### src/hdl/sket_pkg.sv
// shared codes and control types for the sorted key extent table
// no dependencies
package sket_pkg;

  localparam logic [1:0] FUNC_INSERT = 2'd0;
  localparam logic [1:0] FUNC_SEARCH = 2'd1;
  localparam logic [1:0] FUNC_REMOVE = 2'd2;
  localparam logic [1:0] FUNC_UNUSED = 2'd3;

  localparam logic [2:0] ST_INSERTED  = 3'd0;
  localparam logic [2:0] ST_DUPLICATE = 3'd1;
  localparam logic [2:0] ST_HIT       = 3'd2;
  localparam logic [2:0] ST_MISS      = 3'd3;
  localparam logic [2:0] ST_REMOVED   = 3'd4;
  localparam logic [2:0] ST_FULL      = 3'd5;

  localparam int IN_W  = 96;
  localparam int OUT_W = 144;

  typedef struct packed {
    logic       load;
    logic       rd_scan;
    logic       idx_inc;
    logic       capture;
    logic       rd_last;
    logic       wr_insert;
    logic       wr_move;
    logic       set_status;
    logic [2:0] status;
    logic       out_load;
  } sket_cmd_t;

  typedef struct packed {
    logic [1:0] func;
    logic       scan_done;
    logic       match;
    logic       full;
  } sket_stat_t;

endpackage

### src/hdl/sket_ctrl.sv
// controller: sequences the key scan, insert, remove and result hand-off
// depends on sket_pkg
module sket_ctrl import sket_pkg::*; (
  input  logic       clk,
  input  logic       rst,
  input  logic       s_tvalid,
  output logic       s_tready,
  output logic       m_tvalid,
  input  logic       m_tready,
  input  sket_stat_t stat,
  output sket_cmd_t  cmd
);

  typedef enum logic [2:0] {S_IDLE, S_CHECK, S_CMP, S_MOVE, S_DONE} state_t;

  state_t state;
  state_t state_next;

  assign s_tready = (state == S_IDLE);

  always_comb begin
    cmd        = '0;
    state_next = state;
    case (state)
      S_IDLE: begin
        if (s_tvalid) begin
          cmd.load   = 1'b1;
          state_next = S_CHECK;
        end
      end
      S_CHECK: begin
        if (stat.func == FUNC_UNUSED) begin
          cmd.set_status = 1'b1;
          cmd.status     = ST_MISS;
          state_next     = S_DONE;
        end else if (stat.scan_done) begin
          cmd.set_status = 1'b1;
          state_next     = S_DONE;
          if (stat.func == FUNC_INSERT) begin
            if (stat.full) begin
              cmd.status = ST_FULL;
            end else begin
              cmd.wr_insert = 1'b1;
              cmd.status    = ST_INSERTED;
            end
          end else begin
            cmd.status = ST_MISS;
          end
        end else begin
          cmd.rd_scan = 1'b1;
          state_next  = S_CMP;
        end
      end
      S_CMP: begin
        if (stat.match) begin
          cmd.capture    = 1'b1;
          cmd.set_status = 1'b1;
          case (stat.func)
            FUNC_INSERT: begin
              cmd.status = ST_DUPLICATE;
              state_next = S_DONE;
            end
            FUNC_SEARCH: begin
              cmd.status = ST_HIT;
              state_next = S_DONE;
            end
            default: begin
              cmd.status  = ST_REMOVED;
              cmd.rd_last = 1'b1;
              state_next  = S_MOVE;
            end
          endcase
        end else begin
          cmd.idx_inc = 1'b1;
          state_next  = S_CHECK;
        end
      end
      S_MOVE: begin
        cmd.wr_move = 1'b1;
        state_next  = S_DONE;
      end
      S_DONE: begin
        if (!m_tvalid || m_tready) begin
          cmd.out_load = 1'b1;
          state_next   = S_IDLE;
        end
      end
      default: begin
        state_next = S_IDLE;
      end
    endcase
  end

  always_ff @(posedge clk) begin
    if (rst) begin
      state    <= S_IDLE;
      m_tvalid <= 1'b0;
    end else begin
      state <= state_next;
      if (cmd.out_load) begin
        m_tvalid <= 1'b1;
      end else if (m_tready) begin
        m_tvalid <= 1'b0;
      end
    end
  end

endmodule

### config.mk
export PLATFORM = sky130hd
export DESIGN_NAME = sket_ctrl
export DESIGN_NICKNAME = d
export VERILOG_FILES = /design/src/hdl/sket_pkg.sv /design/src/hdl/sket_ctrl.sv
export SDC_FILE = /design/constraint.sdc
export NUM_CORES = 1
export LEC_CHECK = 0
export BUFFER_PORTS_ARGS = -buffer_cell sky130_fd_sc_hd__buf_2
export CORE_AREA = 3 3 40 42
export CTS_CLUSTER_SIZE = 40
export DETAILED_ROUTE_END_ITERATION = 16
export DIE_AREA = 0 0 43 45
export HOLD_SLACK_MARGIN = 0.06
export SYNTH_ARGS = -nofsm -noshare
export SYNTH_HDL_FRONTEND = slang
export SYNTH_SLANG_ARGS = --single-unit
### constraint.sdc
create_clock -name clk -period 2.4 [get_ports clk]
set_input_delay 0.24 -clock clk [delete_from_list [all_inputs] [get_ports clk]]
set_output_delay 0.24 -clock clk [all_outputs]
set_load 0.1 [all_outputs]
==> metrics.txt <==
status=finished clean; Final period util=88.64%; Root Driver=clkbuf_4; largest net degree at the start of global routing=9; r2r worst-path depth=3; setup violators final=0; clk buf depth=2; Detailed Route WL=814 um; share of layout cells above drive strength 1=55.74%; RSZ-0062 raised after global routing=no; FF+latch count, synth=4; drt first pass iters=3; vias in the first global route=325; post_cts resized=0; FF-to-FF End=state[2]; Cell Area, Synth=299.0 sq um; R2R Setup Slk=1.06 ns; final antenna-violating net count=0; I/O pins=23; Buf+Inv Stages, Crit Path=1; crit-path cells=nor3b_1 -> nand2b_1 -> o2bb2ai_2 -> buf_2; Place WS=0.5006 ns; Synth area leaders=dfxtp_1 27%, a41oi_2 5.4%, nand4bb_2 5.4%; met2 usage=14.97%; Main synth FF type=dfxtp_1; aggregate global-route resource usage=9.659%; first-pass GRT wire length=1311 um; clk sink count=4; routed vias=360; WL/cell=10.71 um; FF-to-FF Start=state[2]; die width=43 um; Avg Inst Size Synth=8.307 sq um; setup ws final=0.2726 ns; Slew headroom=67.62%; hold_buf cts=0; H-tree depth=1; hold wc startpoint=rst; GR Layer Usage met1=9.398%; TritonCTS clock tree=built; Die Ht=45 um; total power=270.7 uW; VDD IR-drop max=198.1 uV; clk slew on worst S/H paths=0.04 ns; Skew-Pair Late Insertion Delay=0.23 ns; slowest CP cell=dfxtp_1; CP arrival=1.89 ns; crit path to=cmd[1]; dominant cell type by area after synthesis=dfxtp_1; Pins Over Slew Limit=0; DIE AREA=1935 sq um; Core Rows=13; n_diodes=0; Critical Path Stages=4; LEAKAGE=0.2463 nW; Setup Crit Path Kind=reg2out; Vias/cell=4.737; met3 usage=4.781%; max_cap viols=0; setup_tns=0 ns; pwr dens=572.3 nW/um^2; CP endpoint kind=primary output; final hold vios=0; Min Clock Period, post-route=2.127 ns; number of flops mapped to enable cells by yosys=0; grt total ovfl=0; worst-path maximum fanout=7; PortBufs=22; synth warn=0; Final HPWL DP=689 um; Post-Syn Instances=36; initial antenna violation count=0; DRT iter0 DRCs=6; syn nets=45; most common cell in the netlist=dfxtp_1; DRC Markers=0; Initial Util=23.27%; CP max stage delay=0.45 ns; GRT busiest layer=met2; Req. time, crit path=2.16 ns; post-synthesis sequential area ratio=26.78%; RePlAce Congestion=0.6983; Crit path max-delay family=simple AND/OR/NAND/NOR gates; min-delay worst type=in2reg; total CTS buffers=3; nets=72; crit path from=state[0]; core area=1285 sq um; element type at the critical path start=register; post-CTS setup buffers=0; fmax=0.4701 GHz; Synth cell types=24; Synth-to-Final Area Change=58.16%; WHS=0.2257 ns; Clock Skew=0.0003964 ns; top-area cell type share of the netlist area=26.78%; FFs w/ async S/R, synth=0%; synth cell count leaders=4 x dfxtp_1, 3 x a21oi_1; Slew @ Worst Pin=0.4891 ns
-- how the worst min path moves through the flow --
stage               endpoint  slack (ns)  cells past startpoint
finish              state[2]        0.23                      2
global route        state[2]        0.23                      2
CTS                 state[2]        0.22                      2
detailed placement  state[2]        0.47                      2
global placement    state[2]        0.48                      2
floorplan           state[2]        0.30                      1
-- cells by family (layout without fill, tap and decap cells) --
| family | Yosys count | count (layout) | synth area share [%] |
|---|---|---|---|
| flops | 4 | 4 | 26.78 |
| compound gates | 8 | 8 | 21.76 |
| buf+inv | 2 | 27 | 2.511 |
| simple gates | 22 | 22 | 48.96 |
-- layer usage --
metal / vias to the layer above / part of all wire [%]
met3: 2 / 9.3
met1: 160 / 42
met2: 15 / 47
li1: 183 / -
met4: 0 / 2.1
met5: - / 0
-- state kept, by name, indices dropped and copies added, names as in the netlist --
signal    count
state         3
m_tvalid      1
-- worst reg2reg max path, delay by kind of cell (launching register included) --
| kind | cells | cell delay [ns] |
|---|---|---|
| AND/OR/NAND/NOR | 2 | 0.63 |
| AO/OA/AOI/OAI | 1 | 0.18 |
| flip-flops | 1 | 0.46 |
-- cells in the final DEF, fill, tap and decap left out, types with 2 or more instances in the layout --
master    count
nor2_1        2
and2_1        2
a21oi_1       2
nand3b_1      2
buf_2        22
dfxtp_1       4
inv_1         2
clkbuf_4      3
nand2b_1      2
nor3b_1       2
-- layout make-up --
| cell class | count | area, sq um |
|---|---|---|
| clock buffers | 3 | 22.52 |
| fillers | 149 | 812.0 |
| well taps | 15 | 18.77 |
| multi-input cells | 30 | 234.0 |
| repair buffers | 22 | 110.1 |
| inverters | 2 | 7.507 |
| flip-flops and latches | 4 | 80.08 |
-- power breakdown --
group	switching, mW	total [mW]	leakage [nW]	internal [mW]
clock network	0.0268	0.0827	0.0138	0.0559
registers	0.00525	0.0751	0.0326	0.0699
logic	0.0899	0.113	0.200	0.0229
total	0.122	0.271	0.246	0.149
-- per-stage QoR --
stage / instances / instance area [sq um] / utilization, %
finish: 76 / 473.0 / 36.81
CTS: 76 / 473.0 / 36.81
detailed placement: 73 / 450.4 / 35.05
global route: 76 / 473.0 / 36.81
floorplan: 36 / 321.6 / -
global placement: 73 / 450.4 / 35.05
Power figures use the tool's default switching activity.
